[src/hw/rtl/ppp_pkg.sv]
// Shared types, widths and constants for the panorama point projection.
// No dependencies; used by every ppp_* module and the top level.
package ppp_pkg;

  localparam int WIDTH_LIMIT  = 640;
  localparam int HEIGHT_LIMIT = 370;
  localparam int ANGLE_STAGES = 16;

  localparam int PW  = 36;  // camera point, Q16.16 kept wide
  localparam int CW  = 40;  // cordic x/y datapath
  localparam int AW  = 28;  // angle, Q.24 radians
  localparam int IW  = 5;   // cordic step index
  localparam int MLW = 19;  // radius multiply split point

  localparam logic signed [AW-1:0] PI_Q24      = AW'(52707179);
  localparam logic signed [AW-1:0] HALF_PI_Q24 = AW'(26353589);
  localparam logic signed [AW-1:0] TWO_PI_Q24  = AW'(105414357);
  localparam logic [15:0]          INV_GAIN    = 16'd39797;
  localparam logic signed [23:0]   PIX_MAX     = 24'sh7FFFFF;
  localparam logic signed [23:0]   PIX_MIN     = 24'sh800000;

  typedef enum logic [2:0] {
    REG_ROT0  = 3'd0,
    REG_ROT1  = 3'd1,
    REG_ROT2  = 3'd2,
    REG_SHX   = 3'd3,
    REG_SHY   = 3'd4,
    REG_SHZ   = 3'd5,
    REG_PPR   = 3'd6,
    REG_TOP   = 3'd7
  } reg_idx_e;

  typedef struct packed {
    logic                 vld;
    logic                 zero;
    logic signed [CW-1:0] x;
    logic signed [CW-1:0] y;
    logic signed [AW-1:0] ang;
    logic signed [CW-1:0] side;
  } cord_t;

  function automatic logic signed [AW-1:0] atan_q24(input logic [IW-1:0] i);
    logic signed [AW-1:0] v;
    unique case (i)
      5'd0:  v = AW'(13176795);
      5'd1:  v = AW'(7778716);
      5'd2:  v = AW'(4110060);
      5'd3:  v = AW'(2086331);
      5'd4:  v = AW'(1047214);
      5'd5:  v = AW'(524117);
      5'd6:  v = AW'(262123);
      5'd7:  v = AW'(131069);
      5'd8:  v = AW'(65536);
      5'd9:  v = AW'(32768);
      5'd10: v = AW'(16384);
      5'd11: v = AW'(8192);
      5'd12: v = AW'(4096);
      5'd13: v = AW'(2048);
      5'd14: v = AW'(1024);
      5'd15: v = AW'(512);
      5'd16: v = AW'(256);
      5'd17: v = AW'(128);
      5'd18: v = AW'(64);
      5'd19: v = AW'(32);
      5'd20: v = AW'(16);
      5'd21: v = AW'(8);
      5'd22: v = AW'(4);
      5'd23: v = AW'(2);
      default: v = '0;
    endcase
    return v;
  endfunction

endpackage

[src/hw/rtl/ppp_pixel.sv]
// Angle to pixel scaling, crop offset, saturation and view test; three stages.
// Depends on ppp_pkg.
module ppp_pixel (
  input  logic                           clk_i,
  input  logic                           rst_ni,
  input  logic                           en_i,
  input  logic                           vld_i,
  input  logic signed [ppp_pkg::AW-1:0]  theta_i,
  input  logic signed [ppp_pkg::AW-1:0]  phi_i,
  input  logic [17:0]                    ppr_i,
  input  logic [19:0]                    top_i,
  output logic                           vld_o,
  output logic signed [23:0]             col_o,
  output logic signed [23:0]             row_o,
  output logic                           view_o
);

  logic               vld1_q, vld2_q, vld3_q;
  logic signed [28:0] dc_q, dr_q;
  logic signed [47:0] pc_q, pr_q;
  logic signed [48:0] rc, rr;
  logic signed [25:0] vc, vr;
  logic signed [23:0] col_d, row_d, col_q, row_q;
  logic               view_d, view_q;

  function automatic logic signed [23:0] sat24(input logic signed [25:0] v);
    logic signed [23:0] s;
    if (v > 26'(ppp_pkg::PIX_MAX)) begin
      s = ppp_pkg::PIX_MAX;
    end else if (v < 26'(ppp_pkg::PIX_MIN)) begin
      s = ppp_pkg::PIX_MIN;
    end else begin
      s = v[23:0];
    end
    return s;
  endfunction

  always_comb begin
    rc     = 49'(pc_q) + 49'sd8388608;
    rr     = 49'(pr_q) + 49'sd8388608;
    vc     = 26'(rc >>> 24);
    vr     = 26'(rr >>> 24) - $signed({6'd0, top_i});
    col_d  = sat24(vc);
    row_d  = sat24(vr);
    view_d = !col_d[23] && (col_d <= 24'(ppp_pkg::WIDTH_LIMIT * 256))
          && !row_d[23] && (row_d <= 24'(ppp_pkg::HEIGHT_LIMIT * 256));
  end

  always_ff @(posedge clk_i or negedge rst_ni) begin
    if (!rst_ni) begin
      vld1_q <= 1'b0;
      vld2_q <= 1'b0;
      vld3_q <= 1'b0;
    end else if (en_i) begin
      vld1_q <= vld_i;
      vld2_q <= vld1_q;
      vld3_q <= vld2_q;
    end
  end

  always_ff @(posedge clk_i) begin
    if (en_i) begin
      dc_q   <= 29'(ppp_pkg::PI_Q24) - 29'(theta_i);
      dr_q   <= 29'(ppp_pkg::HALF_PI_Q24) - 29'(phi_i);
      pc_q   <= 48'(dc_q * $signed({1'b0, ppr_i}));
      pr_q   <= 48'(dr_q * $signed({1'b0, ppr_i}));
      col_q  <= col_d;
      row_q  <= row_d;
      view_q <= view_d;
    end
  end

  assign vld_o  = vld3_q;
  assign col_o  = col_q;
  assign row_o  = row_q;
  assign view_o = view_q;

endmodule

[config.mk]
export PLATFORM = sky130hd
export DESIGN_NAME = ppp_pixel
export DESIGN_NICKNAME = d
export VERILOG_FILES = /design/src/hw/rtl/ppp_pkg.sv /design/src/hw/rtl/ppp_pixel.sv
export SDC_FILE = /design/constraint.sdc
export NUM_CORES = 2
export LEC_CHECK = 0
export ABC_AREA = 1
export BUFFER_PORTS_ARGS = -buffer_cell sky130_fd_sc_hd__buf_2
export CAP_MARGIN = 20
export CORE_MARGIN = 5
export CORE_UTILIZATION = 51
export CTS_CLUSTER_SIZE = 16
export DETAILED_ROUTE_END_ITERATION = 12
export PLACE_DENSITY_LB_ADDON = 0.15
export RECOVER_POWER = 50
export SYNTH_ARGS = -nofsm -noshare
export SYNTH_HDL_FRONTEND = slang
export SYNTH_SLANG_ARGS = --single-unit
[constraint.sdc]
create_clock -name clk_i -period 6.95 [get_ports clk_i]
set_input_delay 0 -clock clk_i [delete_from_list [all_inputs] [get_ports clk_i]]
set_output_delay 0 -clock clk_i [all_outputs]
set_load 0.01 [all_outputs]
==> impl_metrics.csv <==
group,metric,value,unit
worst_setup_path,critPathLaunchType,"flop",
timing,finalSetupViolCount,0,
clock_tree,cts.reportedPaths.clkPinSlew,80,ps
worst_setup_path,worst-path-buf-inv,7,
timing,worst_slew_pin_slew,3440,ps
floorplanning,dieArea,95700,um2
timing,slew_headroom,-1.30,
worst_setup_path,crit_type,"reg -> reg",
clock_tree,cts_tree,"built",
place,io_buffers,147,
floorplanning,core-area,88600,um2
logic_synthesis,syn_inst,5537,
logic_synthesis,synth_cell_types,54,
global_route,gr-total-overflow,0,
floorplanning,die_h,309,um
worst_setup_path,cpLargestDelayFamily,"adder cells",
clock_tree,cts_buffers,17,
timing,skew,15.1,ps
global_route,grt_start_max_net_pins,61,
routing,drc_errors,0,
timing,max_freq,154,MHz
global_route,track_usage,0.271,
routing,detail_route.wl_per_cell,18.0,um
floorplanning,die_x,309,um
routing,first_pass_iters,6,
clock_tree,cts_root_buf,"clkbuf_16",
floorplanning,start_util,0.516,
clock_tree,postCtsHoldBufs,87,
outcome,status,"complete, but fails checks",
clock_tree,post-cts-setup-buffer-count,0,
timing,fin_crit,6480,ps
logic_synthesis,yosysSeqAreaShare,0.105,
logic_synthesis,synth_ff_type,"edfxtp_1",
global_route,grt_pass1_wl,202000,um
clock_tree,cts-resized-gates,0,
worst_setup_path,crit_required,7210,ps
finish,layout-drive-gt1-share,0.0557,
routing,wirelength,124000,um
timing,setup_tns,0,ps
worst_setup_path,cp.arrival,6750,ps
worst_setup_path,slowest_delay,550,ps
routing,vias_per_cell,5.04,
finish,fin_nets,7070,
logic_synthesis,synthesis.nets,6910,
logic_synthesis,synth_largest_area_cell,"fa_1",
logic_synthesis,synth_area,45700,um2
logic_synthesis,ys_seq_elements,160,
logic_synthesis,ys_async_sr_fraction,0.0188,
logic_synthesis,synth_top_area_share,0.446,
timing,hold_viol_final,0,
worst_setup_path,cp-end-kind,"flop",
job,drv_cap,2,
logic_synthesis,synth_common_cells,"inv_1, nand2_1, fa_1",
routing,drt_iter0_markers,1952,
logic_synthesis,synth_enable_flop_cells,157,
clock_tree,ctsHtreeMaxLevel,4,
logic_synthesis,synth_area_leaders,"fa_1, inv_1, nand2_1",
timing,rsz0062_at_grt,"no",
place,dp_hpwl,102000,um
global_route,antenna_found_initial,5,
clock_tree,clkLatencyLatePin,520,ps
worst_setup_path,slowest_stage,"edfxtp_1",
worst_hold_path,hold_class,"in -> reg",
logic_synthesis,yosys_warnings,0,
clock_tree,clockBufferDepth,2,
logic_synthesis,yosysMostFrequentCell,"inv_1",
finish,syn_to_final_growth,8.57,%
outcome,failed_checks,"capacitance limit, slew limit",
routing,vias,34644,
floorplanning,ioPinCount,148,
routing,antenna_left,0,
worst_setup_path,path_max_fanout,13,
clock_tree,clock_sinks,160,
timing,fin_crit_sh,0.933,
floorplanning,rows,109,
logic_synthesis,synth.avg_cell_area,8.25,um2
timing,drv_slew,112,
global_route,grt_pass1_vias,37812,
place,gp_congestion,0.935,
worst paths after layout:
kind	slack (ps)	cells past startpoint	to	start
setup / recovery	470	25	pc_q[45]	dc_q[10]
hold / removal	70	3	row_o[0]	top_i[0]
setup reg to reg	470	25	pc_q[45]	dc_q[10]
hold reg to reg	520	1	vld_o	vld_o
max in group asynchronous	6460	3	vld1_q	rst_ni
min in group asynchronous	350	3	vld2_q	rst_ni
cell families (layout without fill, tap and decap cells):
group                      after synthesis  count (layout)  synth area share
muxes                                    1               1          0.000246
AOI/OAI and AO/OA                      324             324            0.0396
DFF                                    160             160             0.105
adders and majority gates             1275            1275             0.516
and+or+nand+nor                       1710            1710             0.150
xor gates and xnor gates               169             169            0.0324
buffers and inverters                 1898            2071             0.156
other                                    0               2                 0
metal layers:
layer,vias up,wire length [um],GRT usage
met5,-,25,0
met4,4,4860,0.0989
met2,945,60600,0.471
li1,16125,-,-
met1,17356,51200,0.348
met3,214,6900,0.0422
worst reg2reg max path, cell delays in order, from the launching register on:
cell and delay (ps):
edfxtp_1 550, buf_4 290, nand2_1 110, fa_1 500, inv_1 70, fa_1 530, inv_1 50, fa_1 490
inv_1 50, fa_1 530, inv_1 50, fa_1 470, inv_1 50, fa_1 490, ha_1 360, a21oi_1 230
o21ai_0 110, a21oi_1 160, o211ai_1 220, a21oi_1 340, inv_1 100, a31o_2 240, nand3_1 90, nand2_1 50
nand2_1 50, nand2_1 40
per-stage QoR:
step	worst slack (ps)	hold slack, ps	cell area [um2]	cells	utilization
6_report	467	66.0	49600	6877	0.560
5_1_grt	72.1	97.5	49600	6875	0.560
4_1_cts	467	30.7	49700	6875	0.561
3_5_place_dp	490	-201	48200	6756	0.544
3_3_place_gp	473	-202	48200	6756	0.544
2_1_floorplan	843	-296	45700	5537	-
flip-flops by register name, indices dropped and copies added, names as in the netlist, 24 cells and up:
signal / cells
dc_q: 29
dr_q: 29
pc_q: 25
pr_q: 25
col_o: 24
row_o: 24
layout make-up:
cell class                      count  area (um2)
Timing Repair Buffer              371        2770
Multi-Input combinational cell   3479       33800
Clock buffer                       18         429
Antenna cell                        2        5.00
Inverter                         1668        6260
Tap cell                         1165        1460
Sequential cell                   160        4790
Clock inverter                     14         150
Fill cell                        8256       39000
cell usage in the layout (no fill, tap or decap), types with 5 or more instances in the layout:
cell / count
edfxtp_1: 157
a21oi_1: 157
xnor2_1: 54
a21o_1: 8
or2_2: 7
o211ai_1: 6
nor3_2: 5
nor4_1: 14
clkbuf_1: 57
xor2_1: 115
nor3_1: 27
dlygate4sd3_1: 87
o21ai_0: 85
inv_2: 7
nor2_1: 154
nand3_1: 60
buf_12: 16
clkbuf_16: 17
buf_4: 121
ha_1: 258
clkinvlp_4: 5
nand2_2: 13
inv_1: 1659
a31oi_1: 24
nand2_1: 1373
buf_2: 91
fa_1: 1017
nand3_2: 7
o21a_1: 13
nand4_1: 32
Power is left out: the tool's default activity adds up to more than one toggle a clock period on the data nets, which glitch-free logic cannot reach.
