File: src/hw/rtl/ppp_pkg.sv
// Shared types, widths and constants for the panorama point projection.
// No dependencies; used by every ppp_* module and the top level.
package ppp_pkg;

  localparam int WIDTH_LIMIT  = 640;
  localparam int HEIGHT_LIMIT = 370;
  localparam int ANGLE_STAGES = 16;

  localparam int PW  = 36;  // camera point, Q16.16 kept wide
  localparam int CW  = 40;  // cordic x/y datapath
  localparam int AW  = 28;  // angle, Q.24 radians
  localparam int IW  = 5;   // cordic step index
  localparam int MLW = 19;  // radius multiply split point

  localparam logic signed [AW-1:0] PI_Q24      = AW'(52707179);
  localparam logic signed [AW-1:0] HALF_PI_Q24 = AW'(26353589);
  localparam logic signed [AW-1:0] TWO_PI_Q24  = AW'(105414357);
  localparam logic [15:0]          INV_GAIN    = 16'd39797;
  localparam logic signed [23:0]   PIX_MAX     = 24'sh7FFFFF;
  localparam logic signed [23:0]   PIX_MIN     = 24'sh800000;

  typedef enum logic [2:0] {
    REG_ROT0  = 3'd0,
    REG_ROT1  = 3'd1,
    REG_ROT2  = 3'd2,
    REG_SHX   = 3'd3,
    REG_SHY   = 3'd4,
    REG_SHZ   = 3'd5,
    REG_PPR   = 3'd6,
    REG_TOP   = 3'd7
  } reg_idx_e;

  typedef struct packed {
    logic                 vld;
    logic                 zero;
    logic signed [CW-1:0] x;
    logic signed [CW-1:0] y;
    logic signed [AW-1:0] ang;
    logic signed [CW-1:0] side;
  } cord_t;

  function automatic logic signed [AW-1:0] atan_q24(input logic [IW-1:0] i);
    logic signed [AW-1:0] v;
    unique case (i)
      5'd0:  v = AW'(13176795);
      5'd1:  v = AW'(7778716);
      5'd2:  v = AW'(4110060);
      5'd3:  v = AW'(2086331);
      5'd4:  v = AW'(1047214);
      5'd5:  v = AW'(524117);
      5'd6:  v = AW'(262123);
      5'd7:  v = AW'(131069);
      5'd8:  v = AW'(65536);
      5'd9:  v = AW'(32768);
      5'd10: v = AW'(16384);
      5'd11: v = AW'(8192);
      5'd12: v = AW'(4096);
      5'd13: v = AW'(2048);
      5'd14: v = AW'(1024);
      5'd15: v = AW'(512);
      5'd16: v = AW'(256);
      5'd17: v = AW'(128);
      5'd18: v = AW'(64);
      5'd19: v = AW'(32);
      5'd20: v = AW'(16);
      5'd21: v = AW'(8);
      5'd22: v = AW'(4);
      5'd23: v = AW'(2);
      default: v = '0;
    endcase
    return v;
  endfunction

endpackage

File: src/hw/rtl/ppp_radius.sv
// Gain-corrected radius, longitude wrap and negated y between the two CORDICs.
// Two stages; depends on ppp_pkg.
module ppp_radius (
  input  logic                           clk_i,
  input  logic                           rst_ni,
  input  logic                           en_i,
  input  logic                           vld_i,
  input  logic signed [ppp_pkg::AW-1:0]  theta_i,
  input  logic signed [ppp_pkg::CW-1:0]  mag_i,
  input  logic signed [ppp_pkg::CW-1:0]  pcy_i,
  output logic                           vld_o,
  output logic signed [ppp_pkg::CW-1:0]  rad_o,
  output logic signed [ppp_pkg::CW-1:0]  ny_o,
  output logic signed [ppp_pkg::CW-1:0]  theta_o
);

  localparam int HW = ppp_pkg::CW - ppp_pkg::MLW;

  logic                           vld1_q, vld2_q;
  logic [ppp_pkg::MLW+15:0]       plo_q;
  logic [HW+15:0]                 phi_q;
  logic signed [ppp_pkg::CW-1:0]  ny1_q, ny2_q, th1_q, th2_q, rad_q;
  logic signed [ppp_pkg::AW-1:0]  th_w;
  logic [ppp_pkg::CW+15:0]        sum;

  always_comb begin
    th_w = theta_i;
    if (theta_i < -ppp_pkg::HALF_PI_Q24) begin
      th_w = theta_i + ppp_pkg::TWO_PI_Q24;
    end
  end

  assign sum = ((ppp_pkg::CW+16)'(phi_q) << ppp_pkg::MLW) + (ppp_pkg::CW+16)'(plo_q)
             + (ppp_pkg::CW+16)'(32768);

  always_ff @(posedge clk_i or negedge rst_ni) begin
    if (!rst_ni) begin
      vld1_q <= 1'b0;
      vld2_q <= 1'b0;
    end else if (en_i) begin
      vld1_q <= vld_i;
      vld2_q <= vld1_q;
    end
  end

  always_ff @(posedge clk_i) begin
    if (en_i) begin
      plo_q <= mag_i[ppp_pkg::MLW-1:0] * ppp_pkg::INV_GAIN;
      phi_q <= mag_i[ppp_pkg::CW-1:ppp_pkg::MLW] * ppp_pkg::INV_GAIN;
      ny1_q <= -pcy_i;
      th1_q <= ppp_pkg::CW'(th_w);
      rad_q <= $signed(sum[ppp_pkg::CW+15:16]);
      ny2_q <= ny1_q;
      th2_q <= th1_q;
    end
  end

  assign vld_o   = vld2_q;
  assign rad_o   = rad_q;
  assign ny_o    = ny2_q;
  assign theta_o = th2_q;

endmodule

File: config.mk
export PLATFORM = sky130hd
export DESIGN_NAME = ppp_radius
export DESIGN_NICKNAME = d
export VERILOG_FILES = /design/src/hw/rtl/ppp_pkg.sv /design/src/hw/rtl/ppp_radius.sv
export SDC_FILE = /design/constraint.sdc
export NUM_CORES = 1
export LEC_CHECK = 0
export BUFFER_PORTS_ARGS = -buffer_cell sky130_fd_sc_hd__buf_2
export CORE_MARGIN = 5
export CORE_UTILIZATION = 40
export DETAILED_ROUTE_END_ITERATION = 7
export HOLD_SLACK_MARGIN = 0.08
export PLACE_DENSITY_LB_ADDON = 0.05
export SLEW_MARGIN = 20
export SYNTH_ARGS = -nofsm -noshare
export SYNTH_HDL_FRONTEND = slang
export SYNTH_SLANG_ARGS = --single-unit
export TNS_END_PERCENT = 100
File: constraint.sdc
create_clock -name clk_i -period 3.5 [get_ports clk_i]
set_input_delay 0.7 -clock clk_i [delete_from_list [all_inputs] [get_ports clk_i]]
set_output_delay 0.7 -clock clk_i [all_outputs]
set_load 0.03 [all_outputs]
==> results.yml <==
grt:
  grt_max_degree: 86
  grtUsageTotal_pct: 17.8
  grt_pass1_vias: 16400
  antenna_found_initial: 5
  overflow: 0
  grt_pass1_wl_um: 85800
timing:
  finalClockSkew_ps: 23.7
  fin_setup_tns_ps: -79870
  setup_violations: 50
  finalHoldViolCount: 0
  maxSlewHeadroom_pct: 55.5
  slew_viol_final: 0
  tightest_slew_ps: 667
  finalHoldWorstSlack_ps: 389
  finalCritPeriodShare_pct: 165
  setup_slack_ps: -2280
  rsz0062_at_grt: "yes"
  fin_crit_ps: 5780
  max_freq_mhz: 173
setup_path:
  r2r_setup_slack_ps: 210
  cp-end-kind: "register"
  crit_fanout: 4
  critPathKind: "in2reg"
  cp.arrival_ps: 6060
  crit_required_ps: 3780
  start_kind: "input port"
clock_tree:
  cts_made_buffers: 27
  cts.sinks: 235
  clock_latency_ps: 540
  cts.path.max_buffers: 3
  clk_pin_slew_ps: 60
  clockRootBuffer: "clkbuf_16"
  cts_tree: "done"
  htreeDepth: 1
place:
  io_buffers: 232
  hpwlAfterDp_um: 45600
  dp_cells: 3103
  place_area_mm2: 0.0266
  gp_congestion: 0.883
floorplan:
  initial_utilization_pct: 40.6
  die-area_mm2: 0.0596
  num_rows: 85
  die_width_um: 244
  die_y_um: 244
  core_area_mm2: 0.0540
  io_pins: 233
logic_synthesis:
  ys_types: 56
  synthCells: 1896
  yosys_warnings: 0
  ys_seq_area_share_pct: 32.1
  synth_ff_type: "edfxtp_1"
  ys_ff_latch: 235
  syn_nets: 2575
  synth-edff-count: 233
  synth_area_mm2: 0.0219
  synth_area_per_cell_um2: 11.6
  ys_async_sr_fraction_pct: 0.851
finish:
  drive_gt1_share_pct: 33.6
  nFillCells: 4813
  area_delta_synth_final_pct: 31.8
  final_nets: 3170
  multiInputGateArea_mm2: 0.0142
  register_area_mm2: 0.00705
  fin_area_mm2: 0.0289
  final_cells: 3207
drt:
  viasPerCell: 4.71
  vias: 15100
  dr.first_iter.drc_count: 507
  drt_pass1_iterations: 5
  ant_nets: 0
  drc: 0
  drt-wirelength-per-cell_um: 16.5
  wirelength_um: 53000
worst_hold_path:
  hp-class: "in2reg"
run:
  cap_violations: 0
status:
  violations: "negative setup slack"
  outcome: "complete, but fails checks"
[layer usage]
| layer | vias to the layer above | track usage (%) | share of wire [%] |
|---|---|---|---|
| met5 | - | 0 | 0.032 |
| met4 | 4 | 3.60 | 2.3 |
| met3 | 61 | 1.79 | 3.4 |
| met2 | 223 | 30.4 | 48 |
| met1 | 7395 | 24.8 | 46 |
| li1 | 7424 | - | - |
[final timing paths]
check,start,endpoint,cells after the start
setup / recovery,mag_i[30],phi_q[36],21
max in group asynchronous,rst_ni,vld_o,2
hold / removal,vld_i,vld1_q,2
min in group asynchronous,rst_ni,vld1_q,2
setup reg to reg,plo_q[15],rad_o[39],11
hold reg to reg,ny1_q[36],ny_o[36],0
[state kept, by name, summed over array words and instances, names as in the netlist]
signal and flops:
plo_q 20, vld_o 1, th1_q 28, rad_o 40
ny1_q 40, ny_o 40, vld1_q 1, theta_o 28
phi_q 37
[cell type report]
| class | count | area share, % |
|---|---|---|
| sequential | 235 | 24.4 |
| clock buffer | 32 | 2.40 |
| multi-input combinational | 1196 | 49.0 |
| antenna | 1 | 0.00866 |
| inverter | 447 | 6.05 |
| clock inverter | 16 | 0.606 |
| tap | 696 | 3.01 |
| timing repair buffer | 584 | 14.6 |
[synth_stat cells, drive strengths merged (2+ instances only)]
| master | count | area share, % |
|---|---|---|
| inv | 447 | 7.6 |
| ha | 300 | 17 |
| fa | 267 | 24 |
| edfxtp | 233 | 32 |
| xnor2 | 102 | 4.1 |
| nor2 | 75 | 1.3 |
| nand2 | 64 | 1.1 |
| a21oi | 58 | 1.3 |
| xor2 | 47 | 1.9 |
| o21ai | 39 | 0.89 |
| a21o | 30 | 1.0 |
| nand3 | 28 | 0.64 |
| nor3 | 27 | 0.68 |
| nand4 | 16 | 0.46 |
| nor2b | 15 | 0.43 |
| nor4 | 15 | 0.50 |
| buf | 12 | 0.41 |
| nand2b | 12 | 0.35 |
| a31oi | 11 | 0.31 |
| a211oi | 8 | 0.27 |
| o21a | 8 | 0.27 |
| and3 | 7 | 0.20 |
| o21bai | 7 | 0.24 |
| and2 | 6 | 0.17 |
| clkbuf | 6 | 0.10 |
| or3 | 6 | 0.22 |
| o211ai | 5 | 0.17 |
| or4 | 5 | 0.21 |
| a221oi | 3 | 0.12 |
| a31o | 3 | 0.12 |
| a41oi | 3 | 0.12 |
| and4 | 3 | 0.12 |
| o31ai | 3 | 0.10 |
| o41ai | 3 | 0.12 |
| a21boi | 2 | 0.068 |
| a311o | 2 | 0.091 |
| dfrtp | 2 | 0.23 |
| mux2 | 2 | 0.10 |
| nand3b | 2 | 0.068 |
| nand4b | 2 | 0.080 |
[through the flow]
stage | setup WS [ps] | utilization [%]
6_report | -2280 | 53.5
5_1_grt | -2470 | 53.5
4_1_cts | -2240 | 52.6
3_5_place_dp | -2900 | 49.2
3_3_place_gp | -2860 | 49.2
2_1_floorplan | -2430 | -
[worst max-delay path, cell delays in order]
cell and delay [ps]:
buf_8 80, clkinvlp_4 140, fa_2 600, fa_1 420, inv_2 70, fa_1 430, fa_1 490, fa_1 490
inv_1 50, fa_1 510, inv_2 60, ha_4 230, a21o_1 170, a21o_1 170, a221oi_2 270, o211ai_1 180
a41o_1 250, o211a_1 260, a311o_1 290, a21oi_2 130, xnor2_1 70
[cell families after synthesis]
family / synth area share, %
XOR/XNOR: 5.95
AO/OA/AOI/OAI: 5.61
buffers and inverters: 8.16
flip-flops: 32.1
AND/OR/NAND/NOR: 6.57
adder cells (fa/ha/maj): 41.5
multiplexers: 0.103
[repair_timing]
item | 4_1_cts | 5_1_grt
buffers inserted | 40 | 30
hold buffers | 1 | 0
hold endpoints to repair | 2 | 0
gates resized for setup | 161 | 85
setup endpoints to repair | 50 | 60
pin swaps | 102 | 102
[layout by cell type, fill, tap and decap left out, drive strengths merged, types with 3 or more instances in the layout]
master    netlist  layout
or3             6       6
o211ai          5       5
nand3          28      28
o21a            8       8
edfxtp        233     233
nand2b         12      12
o21bai          7       7
xnor2         102     102
a211oi          8       8
a41oi           3       3
bufinv          0       3
nor3           27      27
and3            7       7
clkinvlp        0      18
clkinv          0      10
o21ai          39      39
a31o            3       3
fa            267     267
a21o           30      30
a221oi          3       3
a21oi          58      58
a31oi          11      11
inv           447     432
xor2           47      47
and2            6       6
nor2           75      75
ha            300     300
clkbuf          6      33
nand4          16      16
nand2          64      64
nor4           15      15
nor2b          15      15
or4             5       5
buf            12     582
o41ai           3       3
and4            3       3
o31ai           3       3
Power is not shown: default switching activity piles up to over one toggle a cycle in this logic, so the estimate is an artifact.
